$ cat src/rtl/gas_pkg.sv
// shared widths, reset values, register codes and types for the alignment score block
package gas_pkg;

    localparam int SCORE_W   = 16;
    localparam int GAP_W     = 15;
    localparam int CNT_W     = 5;
    localparam int GRID_W    = 19;
    localparam int CFG_IDX_W = 2;
    localparam int CFG_DAT_W = 15;

    localparam int DEF_MAX_ROWS = 16;
    localparam int DEF_MAX_COLS = 16;

    localparam logic [GRID_W-1:0] GRID_MAX  = {GRID_W{1'b1}};
    localparam logic [GAP_W-1:0]  GAP_RESET = GAP_W'(1638);
    localparam logic [CNT_W-1:0]  ROWS_RESET = CNT_W'(10);
    localparam logic [CNT_W-1:0]  COLS_RESET = CNT_W'(10);

    typedef enum logic [CFG_IDX_W-1:0] {
        CFG_GAP  = 2'd0,
        CFG_ROWS = 2'd1,
        CFG_COLS = 2'd2
    } t_cfg_idx;

    typedef struct packed {
        logic [GAP_W-1:0] gap;
        logic [CNT_W-1:0] rows;
        logic [CNT_W-1:0] cols;
    } t_cfg;

    typedef struct packed {
        logic              last;
        logic [GRID_W-1:0] grid;
    } t_core_out;

endpackage

$ cat src/rtl/gas_cfg.sv
// configuration register file: gap penalty and grid dimensions
module gas_cfg (
    input  logic                           i_clk,
    input  logic                           i_rst_n,
    input  logic                           i_valid,
    input  logic [gas_pkg::CFG_IDX_W-1:0]  i_index,
    input  logic [gas_pkg::CFG_DAT_W-1:0]  i_data,
    output logic                           o_ready,
    output gas_pkg::t_cfg                  o_cfg
);
    import gas_pkg::*;

    t_cfg r_cfg;

    assign o_ready = 1'b1;
    assign o_cfg   = r_cfg;

    always_ff @(posedge i_clk) begin
        if (!i_rst_n) begin
            r_cfg.gap  <= GAP_RESET;
            r_cfg.rows <= ROWS_RESET;
            r_cfg.cols <= COLS_RESET;
        end else if (i_valid) begin
            unique case (i_index)
                CFG_GAP:  r_cfg.gap  <= i_data[GAP_W-1:0];
                CFG_ROWS: r_cfg.rows <= i_data[CNT_W-1:0];
                CFG_COLS: r_cfg.cols <= i_data[CNT_W-1:0];
                default: ;
            endcase
        end
    end

endmodule

$ cat src/rtl/gas_core.sv
// grid cell update: row store, left and diagonal values, position counters
module gas_core #(
    parameter int MAX_ROWS = gas_pkg::DEF_MAX_ROWS,
    parameter int MAX_COLS = gas_pkg::DEF_MAX_COLS
) (
    input  logic                               i_clk,
    input  logic                               i_rst_n,
    input  logic                               i_adv,
    input  logic signed [gas_pkg::SCORE_W-1:0] i_score,
    input  gas_pkg::t_cfg                      i_cfg,
    output gas_pkg::t_core_out                 o_out
);
    import gas_pkg::*;

    localparam int CI_W   = (MAX_COLS > 1) ? $clog2(MAX_COLS) : 1;
    localparam int RI_W   = (MAX_ROWS > 1) ? $clog2(MAX_ROWS) : 1;
    localparam int CC_W   = $clog2(MAX_COLS + 1);
    localparam int RC_W   = $clog2(MAX_ROWS + 1);
    localparam int CAND_W = GRID_W + 3;

    logic [GRID_W-1:0] r_row_store [MAX_COLS];
    logic [GRID_W-1:0] r_left;
    logic [GRID_W-1:0] r_diag;
    logic [CI_W-1:0]   r_col;
    logic [RI_W-1:0]   r_row;

    logic [CC_W-1:0]          ncols;
    logic [RC_W-1:0]          nrows;
    logic                     last_col;
    logic                     last_row;
    logic [GRID_W-1:0]        up;
    logic [GRID_W-1:0]        max_lu;
    logic signed [CAND_W-1:0] cand;
    logic [GRID_W-1:0]        grid_val;

    // zero counts act as one, counts above the grid size saturate
    always_comb begin
        if (i_cfg.cols == '0) begin
            ncols = CC_W'(1);
        end else if (32'(i_cfg.cols) > MAX_COLS) begin
            ncols = CC_W'(MAX_COLS);
        end else begin
            ncols = CC_W'(i_cfg.cols);
        end
        if (i_cfg.rows == '0) begin
            nrows = RC_W'(1);
        end else if (32'(i_cfg.rows) > MAX_ROWS) begin
            nrows = RC_W'(MAX_ROWS);
        end else begin
            nrows = RC_W'(i_cfg.rows);
        end
    end

    assign last_col = (CC_W'(r_col) + CC_W'(1)) >= ncols;
    assign last_row = (RC_W'(r_row) + RC_W'(1)) >= nrows;

    assign up     = (r_row == '0) ? '0 : r_row_store[r_col];
    assign max_lu = (r_left > up) ? r_left : up;
    assign cand   = $signed({3'b000, r_diag}) + CAND_W'(i_score)
                  - $signed({{(CAND_W-GAP_W){1'b0}}, i_cfg.gap});

    always_comb begin
        if (cand > $signed({3'b000, max_lu})) begin
            if (cand > $signed({3'b000, GRID_MAX})) begin
                grid_val = GRID_MAX;
            end else begin
                grid_val = cand[GRID_W-1:0];
            end
        end else begin
            grid_val = max_lu;
        end
    end

    assign o_out.grid = grid_val;
    assign o_out.last = last_col && last_row;

    always_ff @(posedge i_clk) begin
        if (!i_rst_n) begin
            for (int i = 0; i < MAX_COLS; i++) begin
                r_row_store[i] <= '0;
            end
            r_left <= '0;
            r_diag <= '0;
            r_col  <= '0;
            r_row  <= '0;
        end else if (i_adv) begin
            r_row_store[r_col] <= grid_val;
            if (last_col) begin
                r_col  <= '0;
                r_left <= '0;
                r_diag <= '0;
                if (last_row) begin
                    r_row <= '0;
                end else begin
                    r_row <= r_row + RI_W'(1);
                end
            end else begin
                r_col  <= r_col + CI_W'(1);
                r_left <= grid_val;
                r_diag <= up;
            end
        end
    end

endmodule

$ cat src/rtl/gapless_alignment_score.sv
// Gapless alignment score: streams a signed Q1.14 score matrix in row-major
// order and returns the bottom-right grid value in unsigned Q5.14.
// Input channel: i_valid / o_stall with i_score; a request is taken when
// i_valid is high and o_stall is low. One cell can be taken every cycle while o_stall is low.
// Output channel: o_valid / i_stall with o_alignment_score; one result per
// alignment, after its last cell (rows_in_use x cols_in_use cells).
// Path: a cell sits in the input register while its grid update is done; the
// result of the last cell of an alignment is registered into the output buffer
// and is offered from there on o_alignment_score.
// Throughput is one cell per cycle while o_stall is low; the grid update
// (one add, one subtract, a three-way max) is combinational and feeds the next cell.
// Configuration: write index 0 gap penalty, 1 rows, 2 columns; o_cfg_ready
// is always high. Write only while no request or result is in flight.
// Reset clears the grid state, the position and both result valid flags and
// loads the default configuration. While the receiver stalls, results queue
// in a two-entry output buffer and cells that do not end an alignment still
// flow; the input stalls only when a last cell finds both entries full, so
// o_stall never follows i_stall within the same cycle.
module gapless_alignment_score #(
    parameter int MAX_ROWS = gas_pkg::DEF_MAX_ROWS,
    parameter int MAX_COLS = gas_pkg::DEF_MAX_COLS
) (
    input  logic                               i_clk,
    input  logic                               i_rst_n,
    input  logic                               i_valid,
    output logic                               o_stall,
    input  logic signed [gas_pkg::SCORE_W-1:0] i_score,
    output logic                               o_valid,
    input  logic                               i_stall,
    output logic [gas_pkg::GRID_W-1:0]         o_alignment_score,
    input  logic                               i_cfg_valid,
    output logic                               o_cfg_ready,
    input  logic [gas_pkg::CFG_IDX_W-1:0]      i_cfg_index,
    input  logic [gas_pkg::CFG_DAT_W-1:0]      i_cfg_data
);
    import gas_pkg::*;

    t_cfg                     cfg;
    t_core_out                core_out;
    logic                     r_in_valid;
    logic signed [SCORE_W-1:0] r_in_score;
    logic                     r_out_valid;
    logic [GRID_W-1:0]        r_out_score;
    logic                     r_skid_valid;
    logic [GRID_W-1:0]        r_skid_score;
    logic                     adv;
    logic                     in_acc;
    logic                     out_take;
    logic                     push_res;

    gas_cfg u_cfg (
        .i_clk   (i_clk),
        .i_rst_n (i_rst_n),
        .i_valid (i_cfg_valid),
        .i_index (i_cfg_index),
        .i_data  (i_cfg_data),
        .o_ready (o_cfg_ready),
        .o_cfg   (cfg)
    );

    gas_core #(
        .MAX_ROWS (MAX_ROWS),
        .MAX_COLS (MAX_COLS)
    ) u_core (
        .i_clk   (i_clk),
        .i_rst_n (i_rst_n),
        .i_adv   (adv),
        .i_score (r_in_score),
        .i_cfg   (cfg),
        .o_out   (core_out)
    );

    // a last cell waits only while both result registers are occupied
    assign adv      = r_in_valid && (!core_out.last || !r_skid_valid);
    assign o_stall  = r_in_valid && !adv;
    assign in_acc   = i_valid && !o_stall;
    assign out_take = r_out_valid && !i_stall;
    assign push_res = adv && core_out.last;

    always_ff @(posedge i_clk) begin
        if (!i_rst_n) begin
            r_in_valid <= 1'b0;
        end else if (in_acc) begin
            r_in_valid <= 1'b1;
        end else if (adv) begin
            r_in_valid <= 1'b0;
        end
    end

    always_ff @(posedge i_clk) begin
        if (in_acc) begin
            r_in_score <= i_score;
        end
    end

    // head drives the port, the second entry catches a result behind a stalled head
    always_ff @(posedge i_clk) begin
        if (!i_rst_n) begin
            r_out_valid  <= 1'b0;
            r_skid_valid <= 1'b0;
        end else begin
            if (!r_out_valid || out_take) begin
                r_out_valid <= r_skid_valid || push_res;
            end
            r_skid_valid <= (r_skid_valid || push_res) && r_out_valid && !out_take;
        end
    end

    always_ff @(posedge i_clk) begin
        if (!r_out_valid || out_take) begin
            r_out_score <= r_skid_valid ? r_skid_score : core_out.grid;
        end
        if (push_res && r_out_valid && !out_take) begin
            r_skid_score <= core_out.grid;
        end
    end

    assign o_valid           = r_out_valid;
    assign o_alignment_score = r_out_score;

endmodule

$ cat config.mk
export PLATFORM = sky130hd
export DESIGN_NAME = gapless_alignment_score
export DESIGN_NICKNAME = d
export VERILOG_FILES = /design/src/rtl/gas_pkg.sv /design/src/rtl/gas_cfg.sv /design/src/rtl/gas_core.sv /design/src/rtl/gapless_alignment_score.sv
export SDC_FILE = /design/constraint.sdc
export NUM_CORES = 1
export LEC_CHECK = 0
export BUFFER_PORTS_ARGS = -buffer_cell sky130_fd_sc_hd__buf_2
export CAP_MARGIN = 40
export CORE_MARGIN = 1
export CORE_UTILIZATION = 29
export DETAILED_ROUTE_END_ITERATION = 10
export GPL_TIMING_DRIVEN = 0
export PLACE_DENSITY_LB_ADDON = 0.05
export SKIP_CTS_REPAIR_TIMING = 1
export SKIP_LAST_GASP = 1
export SYNTH_ARGS = -nofsm -noshare
export SYNTH_HDL_FRONTEND = slang
export SYNTH_SLANG_ARGS = --single-unit
$ cat constraint.sdc
create_clock -name i_clk -period 8.7 [get_ports i_clk]
set_input_delay 1.74 -clock i_clk [delete_from_list [all_inputs] [get_ports i_clk]]
set_output_delay 1.74 -clock i_clk [all_outputs]
set_load 0.02 [all_outputs]
After elaboration in Yosys (flattened, before gate mapping). Memories as Yosys holds them, arrays and structs flattened. A register that Yosys moved wholly into a read port is not among the register bits. Cells that the tools add are included.

Reductions and logical operators: 30. $add $sub $neg: 6. Order comparisons: 7. Muxes and demuxes: 24. Eq/ne operators: 2.

Operators with widths (number): two-way mux 19 bit (8); > comparator 22 x 20 -> 1 bit (1); > comparator 22 x 20 -> 1 bit, second input constant (1); subtractor 22 x 16 -> 22 bit (1); adder 20 x 16 -> 21 bit (1); two-way mux 4 bit (5); two-way mux 5 bit (4); > comparator 19 bit (1); OR reduction 19 bit (1); adder 4 x 1 -> 5 bit, second input constant (2); >= comparator 5 bit (2); > comparator 5 bit, second input constant (2); logical AND 1 bit (10); logical NOT 5 bit (2); adder 4 x 1 -> 4 bit, second input constant (2); AND reduction 2 bit (4); logical NOT 1 bit (7); two-way mux 1 bit (7); logical NOT 4 bit (1); logical OR 1 bit (3); == test 2 x 1 -> 1 bit, second input constant (1); == test 2 bit, second input constant (1); logical NOT 2 bit (1); nonzero test 2 bit (1).

Output and inout bits: 22. Word-level logic and storage cells: 83. Bits in registers: 128. Bits in writable memories: 304. Memories kept: 1. Input bits: 38.

Memory list: u_core.r_row_store (words 16, width 19, rd ports 1, clocked after Yosys merged registers in 1, write ports 16, line gas_core.sv:21) `logic [GRID_W-1:0] r_row_store [MAX_COLS];`.

Depth between registers and ports, before layout. Gate-level depths: netlist of the first run.

Word-level depth: 13. Gate-level depth with buffers: 29. Depth with buffers taken out: 26.

Modules after synthesis. Synthesis of the first run repeated with hierarchy kept, for this count alone.

Cell total of the unflattened synthesis: 1797. Area total of the unflattened synthesis: 23189.7 µm².

By module, submodules not included: gas_core (instances 1, cells an instance 1604, sequential area each 10129.7 µm², area each 20163.1 µm²); gapless_alignment_score (instances 1, cells an instance 88, sequential area each 1681.6 µm², area each 1986.9 µm²); gas_cfg (instances 1, cells an instance 105, sequential area each 500.5 µm², area each 1039.7 µm²).

Least setup slack after synthesis of the first run. No wires, ideal clock.

Kind: register -> register. Start point: register (tool-made name). End point: memory u_core.r_row_store[3][11] (data pin). Path slack: 1.371 ns. Setup time: 0.265 ns. Data arrival time: 7.064 ns. Required time: 8.435 ns. Clock period less this slack: 7.329 ns. Cell stages (with the launch flop): 30. Path buffers: 6. Path through: dfxtp_1 -> clkbuf_1 -> buf_2 -> buf_1 -> mux4_2 -> mux4_2 -> nor2b_1 -> inv_1 -> ha_1 -> nor2b_1 -> o21a_1 -> o21a_1 -> o221ai_1 -> a41oi_1 -> o21ai_1 -> clkbuf_1 -> mux2_2 -> inv_1 -> ha_1 -> a21o_1 -> a21o_1 -> a21oi_1 -> a31oi_1 -> o22ai_1 -> a21boi_0 -> a221oi_4 -> buf_12 -> o221ai_2 -> buf_6 -> nor2_1.

RTL lines (line): to (decl) (gas_core.sv:21).

==> summary.txt, run 1 <==
Worst setup path
  – Worst Path Max Fanout: 10
  – Slack of the worst reg-to-reg path: 0.38 ns
  – Endpoint type of the worst setup path: flip-flop
  – Worst Setup Path Type: flip-flop to flip-flop
  – Critical Path Most Common Cell: sky130_fd_sc_hd__buf_4
  – Largest stage delay on the critical path: 0.54 ns
  – Cell with the largest stage delay on the worst path: sky130_fd_sc_hd__mux4_2
  – Required time at the worst-slack endpoint: 9.06 ns
  – Data arrival, critical path: 8.67 ns
  – Startpoint Class: flip-flop

Routing
  – Drc violations: 0
  – Detailed router's first-iteration violation count: 912
  – Post-route antenna net violation count: 0
  – Vias: 14600
  – Wire per inst: 23.4 µm
  – First drt pass iteration count: 5
  – Number of vias per cell: 4.92
  – Wire length reported by the detailed router: 69500 µm

Floorplan
  – Die Wd: 277 µm
  – Std-Cell Rows: 100
  – Die area: 76800 µm²
  – Die Y-Extent: 277 µm
  – Core outline area: 74700 µm²
  – Number of placed I/O pins: 60
  – Starting utilization of the core area: 29.4%

Global route
  – Pin count of the biggest net entering global routing: 17
  – Aggregate global-route resource usage: 18.2%
  – Total overflow reported by the global router: 0
  – Antenna violations before repair: 1
  – Global-route wire length before repair: 103000 µm
  – Vias in the first global route: 15300

Place
  – Half-perimeter wire length of the detailed placement result: 54000 µm
  – Input/output buffers: 58
  – Placed cell area: 24000 µm²
  – Placer's final routability congestion estimate: 0.846
  – Pre-CTS worst setup slack: -1.20 ns

Layout
  – Antenna cells: 0
  – Total number of nets in the final design: 2087
  – Post-Layout Inst Area: 25900 µm²
  – Fraction of final layout cells with drive strength greater than 1: 19.0%
  – Share of the core filled with cells in the final layout: 34.7%
  – Area Growth Syn to Fin: 18.2%

Logic synthesis
  – Area share of and/or/nand/nor cells after synthesis: 13.6%
  – Synth async-reset ratio: 0%
  – Synthesis warning total: 0
  – Share of synthesized area occupied by flip-flops and latches: 56.1%
  – Count of flip-flops with a built-in enable after synthesis: 358
  – Number of synthesized register bits: 436
  – Distinct cells, synth: 73
  – Instance count of the mapped netlist: 1798
  – Compound-Gate Fraction of Synth Area: 8.40%
  – Net count after synthesis: 1927
  – XOR/XNOR Fraction of Synth Area: 1.36%
  – Share of cell area taken by muxes after synthesis: 11.2%
  – Top FF cell, synth: sky130_fd_sc_hd__edfxtp_1
  – Mean instance size in the synthesized netlist: 12.2 µm²
  – Netlist Area Pre-Place: 21900 µm²
  – Adder-cell share of the synthesized area: 5.26%
  – Combinational family with the most area after synthesis: simple AND/OR/NAND/NOR gates

Worst hold path
  – Class of the tightest hold or removal check: flip-flop to flip-flop

Timing
  – Actual slew at the worst max-slew pin: 0.841 ns
  – Clock period minus final worst setup slack: 8.32 ns
  – Smallest setup slack after layout: 0.385 ns
  – Summed negative setup slack over all endpoints: 0 ns
  – Headroom to the max-slew limit: 43.8%
  – F_max: 0.120 GHz
  – Final Cycle Share: 95.6%
  – Final setup vio count: 0
  – Worst clock skew: 0.0544 ns
  – Final Slew Violations: 0
  – Number of hold violations in the final report: 0

Power
  – Power density over the cells: 207 nW/µm²
  – Overall power after layout: 5.37 mW
  – Static leakage: 9.41 nW
  – Worst voltage drop across the vdd grid: 0.152 mV

Clock tree
  – Clock insertion delay at the later pin of the skew report: 0.64 ns
  – TritonCTS buffer count: 54
  – Clock transition at the registers of the reported paths: 0.06 ns
  – Maximum level of the CTS H-tree: 2
  – CTS Root Buffer Type: sky130_fd_sc_hd__clkbuf_16
  – Clock tree from TritonCTS: built
  – Maximum root-to-sink buffer count: 3
  – Total clock sinks: 436

Flow run
  – Reported max-cap violation count: 0

Run status
  – Outcome: complete, no violations
[cells by family (layout without fill, tap and decap cells)]
group	Yosys count	after routing
AOI/OAI and AO/OA	245	245
buffers and inverters	216	422
DFF	436	436
and+or+nand+nor	651	651
xor gates and xnor gates	34	34
adders and majority gates	91	91
other	1	1
muxes	124	124
[report_power, final]
group          internal (mW)  switching, mW
Combinational          0.306          0.522
Clock                   1.23          0.936
Sequential              2.35         0.0298
[cell type report]
cell class              instances  area, µm²
fillers                      7424      48800
flip-flops and latches        436      12300
multi-input cells            1146       8880
clock buffers                  72       1480
well taps                     969       1210
repair buffers                104        905
plain buffers                 120        559
inverters                      96        360
clock inverters                30        220
[critical path, delay by kind of cell, from the launching register on]
family,cells,cell delay (ns)
AOI/OAI and AO/OA,10,2.76
buffers and inverters,9,1.71
muxes,3,1.32
and+or+nand+nor,5,1.31
adders and majority gates,2,0.47
DFF,1,0.42
[metrics by stage]
stage	hold WS [ns]	cells
finish	0.471	2973
global placement	0.457	2825
floorplan	0.443	1798
detailed placement	0.467	2864
global route	0.487	2973
CTS	0.474	2966
[cells in the mapped netlist (all sizes together) (11+ instances only)]
master	instances	area [µm²]
edfxtp	358	10800
nor2	264	993
nand2	130	488
inv	96	360
mux4	95	2140
nor3	91	455
ha	89	1110
clkbuf	86	323
dfxtp	78	1560
nor2b	58	363
a21oi	50	250
o21ai	48	240
buf	34	209
nand3	29	145
a21o	24	180
a22oi	21	158
xor2	18	158
nand4	17	106
a21boi	16	120
xnor2	16	140
mux2	15	169
o221ai	15	292
o31ai	15	113
mux2i	14	140
o211ai	14	124
and2	11	68.8
nand3b	11	82.6
[registers in the layout (all words and copies together), names as in the netlist, named ones only]
register            flops
u_core.r_col            4
o_alignment_score      19
r_in_valid              1
r_skid_score           19
u_core.r_row_store    304
u_cfg.o_cfg            25
r_in_score             16
o_valid                 1
u_core.r_diag          19
r_skid_valid            1
u_core.r_row            4
u_core.r_left          19
[final timing paths]
path,from,endpoint,cells after the start
max,flip-flop,o_alignment_score[1],29
min,u_cfg.o_cfg[13],u_cfg.o_cfg[13],2
max reg2reg,flip-flop,o_alignment_score[1],29
min reg2reg,u_cfg.o_cfg[13],u_cfg.o_cfg[13],2
[layer usage]
metal | vias to the layer above | GRT usage [%] | part of all wire, %
met2 | 272 | 31.4 | 49
met3 | 89 | 2.78 | 4.0
met1 | 7318 | 23.6 | 44
li1 | 6956 | - | -
met4 | 0 | 5.14 | 2.4
met5 | - | 0 | 0
[layout by cell type (no fill, tap or decap), types with 57 or more instances in the layout]
master and n:
sky130_fd_sc_hd__buf_2 81, sky130_fd_sc_hd__clkbuf_1 87, sky130_fd_sc_hd__dfxtp_1 78, sky130_fd_sc_hd__edfxtp_1 358, sky130_fd_sc_hd__ha_1 89, sky130_fd_sc_hd__inv_1 91, sky130_fd_sc_hd__mux4_2 95, sky130_fd_sc_hd__nand2_1 130
sky130_fd_sc_hd__nor2_1 263, sky130_fd_sc_hd__nor2b_1 57, sky130_fd_sc_hd__nor3_1 90
Note: power is estimated with default switching activity, not from simulation.
==> run 2, diff against run 1 <==
--- a/config.mk
+++ b/config.mk
@@ -11,7 +11,7 @@
 export CORE_UTILIZATION = 29
 export DETAILED_ROUTE_END_ITERATION = 10
 export GPL_TIMING_DRIVEN = 0
-export PLACE_DENSITY_LB_ADDON = 0.05
+export PLACE_DENSITY = 0.45
 export SKIP_CTS_REPAIR_TIMING = 1
 export SKIP_LAST_GASP = 1
 export SYNTH_ARGS = -nofsm -noshare
==> run 2 against run 1 <==
Register-to-register slack got worse by 0.07 ns. Highest routed layer unchanged. Clock skew decreased by 0.023 ns. Non-clock buffer count decreased by 2. Utilization down 0.20 points.
==> summary.txt, run 2 (same netlist as run 1, synthesis figures left out) <==
Global route
  – Global-route wire length before repair: 97200 µm (-5.5%)
  – Antenna violations before repair: 0 (-1)
  – Aggregate global-route resource usage: 16.9% (-1.3 points)
  – Total overflow reported by the global router: 0 (unchanged)
  – Pin count of the biggest net entering global routing: 16 (-1)
  – Vias in the first global route: 15100 (-1.2%)

Worst setup path
  – Worst Setup Path Type: flip-flop to flip-flop
  – Largest stage delay on the critical path: 0.57 ns (+0.03 ns)
  – Endpoint type of the worst setup path: flip-flop
  – Cell with the largest stage delay on the worst path: sky130_fd_sc_hd__clkbuf_1
  – Required time at the worst-slack endpoint: 9.01 ns (-0.05 ns)
  – Worst Path Max Fanout: 10 (unchanged)
  – Startpoint Class: flip-flop
  – Data arrival, critical path: 8.69 ns (+0.02 ns)

Layout
  – Antenna cells: 0 (unchanged)
  – Fraction of final layout cells with drive strength greater than 1: 18.3% (-0.67 points)
  – Largest register by flop count: u_core.r_row_store
  – Area Growth Syn to Fin: 17.5%
  – Post-layout instance count excluding filler cells: 2964 (-0.30%)
  – Commonest non-fill, non-tap cell in the layout: sky130_fd_sc_hd__edfxtp_1
  – Share of the core filled with cells in the final layout: 34.5% (-0.20 points)
  – Post-Layout Inst Area: 25800 µm² (-0.57%)
  – Number of flip-flops in the largest register: 304 (unchanged)
  – Total of fill cells in the finished design: 7490 (+0.89%)
  – Commonest non-fill, non-tap cells in the layout: 358 x sky130_fd_sc_hd__edfxtp_1, 263 x sky130_fd_sc_hd__nor2_1, 130 x sky130_fd_sc_hd__nand2_1
  – Total number of nets in the final design: 2082 (-0.24%)

Place
  – Input/output buffers: 58 (unchanged)
  – Placer's final routability congestion estimate: 0.885 (+4.6%)
  – Placed cell count: 2863 (-0.035%)
  – Placed cell area: 24000 µm² (-0.14%)
  – Half-perimeter wire length of the detailed placement result: 50000 µm (-7.3%)
  – Pre-CTS worst setup slack: -1.16 ns (+0.0391 ns)

Timing
  – Summed negative setup slack over all endpoints: 0 ns (unchanged)
  – F_max: 0.119 GHz (-0.81%)
  – RSZ-0062 raised after global routing: no
  – Final Cycle Share: 96.4% (+0.78 points)
  – Worst clock skew: 0.0319 ns (-0.0225 ns)
  – Headroom to the max-slew limit: 43.6% (-0.20 points)
  – Number of hold violations in the final report: 0 (unchanged)
  – Final Slew Violations: 0 (unchanged)
  – Actual slew at the worst max-slew pin: 0.846 ns (+0.00478 ns)
  – Smallest setup slack after layout: 0.317 ns (-0.0677 ns)
  – Final setup vio count: 0 (unchanged)
  – Clock period minus final worst setup slack: 8.38 ns (+0.0677 ns)
  – Post-route worst hold slack: 0.474 ns (+0.00321 ns)

Routing
  – Post-route antenna net violation count: 0 (unchanged)
  – Number of vias per cell: 4.96 (+0.85%)
  – Detailed router's first-iteration violation count: 1158 (+27%)
  – Wire length reported by the detailed router: 65000 µm (-6.4%)
  – Wire per inst: 21.9 µm (-6.1%)
  – Drc violations: 0 (unchanged)
  – Vias: 14700 (+0.55%)
  – First drt pass iteration count: 7 (+2)

Floorplan
  – Std-Cell Rows: 100 (unchanged)
  – Die Wd: 277 µm (unchanged)
  – Core outline area: 74700 µm² (unchanged)
  – Starting utilization of the core area: 29.4% (unchanged)
  – Number of placed I/O pins: 60 (unchanged)
  – Die area: 76800 µm² (unchanged)
  – Die Y-Extent: 277 µm (unchanged)

Clock tree
  – Clock tree from TritonCTS: built
  – Maximum root-to-sink buffer count: 3 (unchanged)
  – Clock insertion delay at the later pin of the skew report: 0.61 ns (-0.03 ns)
  – Maximum level of the CTS H-tree: 2 (unchanged)
  – TritonCTS buffer count: 51 (-5.6%)
  – Clock transition at the registers of the reported paths: 0.06 ns (about the same)
  – CTS Root Buffer Type: sky130_fd_sc_hd__clkbuf_16
  – Total clock sinks: 436 (unchanged)

Power
  – Static leakage: 9.34 nW (-0.72%)
  – Overall power after layout: 5.28 mW (-1.6%)
  – Worst voltage drop across the vdd grid: 0.139 mV (-8.3%)
  – Power density over the cells: 205 nW/µm² (-1.1%)

Run status
  – Outcome: complete, no violations

Worst hold path
  – Class of the tightest hold or removal check: flip-flop to flip-flop

Flow run
  – Reported max-cap violation count: 0 (unchanged)
[run 2: path summary, 6_finish.rpt]
kind	endpoint	start	depth (start not counted)	slack, ns
setup reg to reg	o_alignment_score[7]	flip-flop	26	0.32
hold / removal	u_cfg.o_cfg[14]	u_cfg.o_cfg[14]	2	0.47
hold reg to reg	u_cfg.o_cfg[14]	u_cfg.o_cfg[14]	2	0.47
setup / recovery	o_alignment_score[7]	flip-flop	26	0.32
[run 2: final cells by class]
| class | instances | area, µm² | share of cell area (%) |
|---|---|---|---|
| well taps | 969 | 1210 | 4.70 |
| clock inverters | 27 | 238 | 0.922 |
| clock buffers | 68 | 1390 | 5.40 |
| repair buffers | 102 | 870 | 3.37 |
| multi-input cells | 1146 | 8850 | 34.3 |
| inverters | 96 | 360 | 1.40 |
| plain buffers | 120 | 553 | 2.14 |
| flip-flops and latches | 436 | 12300 | 47.8 |
[run 2: where the power goes]
group | internal (mW) | switching, mW | leakage [nW] | total, mW
combinational | 0.294 | 0.510 | 4.23 | 0.805
clock | 1.21 | 0.888 | 0.791 | 2.10
sequential | 2.35 | 0.0290 | 4.33 | 2.37
total | 3.85 | 1.43 | 9.34 | 5.28
[run 2: worst max-delay path: cells and delay by family, from the launching register on]
family	cells	cell delay (ns)
mux	3	1.51
flops	1	0.32
simple gates	3	0.70
compound gates	11	3.27
buf+inv	7	1.84
fa+ha+maj	2	0.42
[run 2: routing by layer]
| metal | track usage [%] | routed length, µm | vias to the layer above |
|---|---|---|---|
| met5 | 0 | 0 | - |
| met1 | 22.0 | 28200 | 7346 |
| li1 | - | - | 6944 |
| met2 | 29.2 | 32100 | 344 |
| met4 | 4.89 | 1660 | 0 |
| met3 | 2.43 | 3070 | 81 |
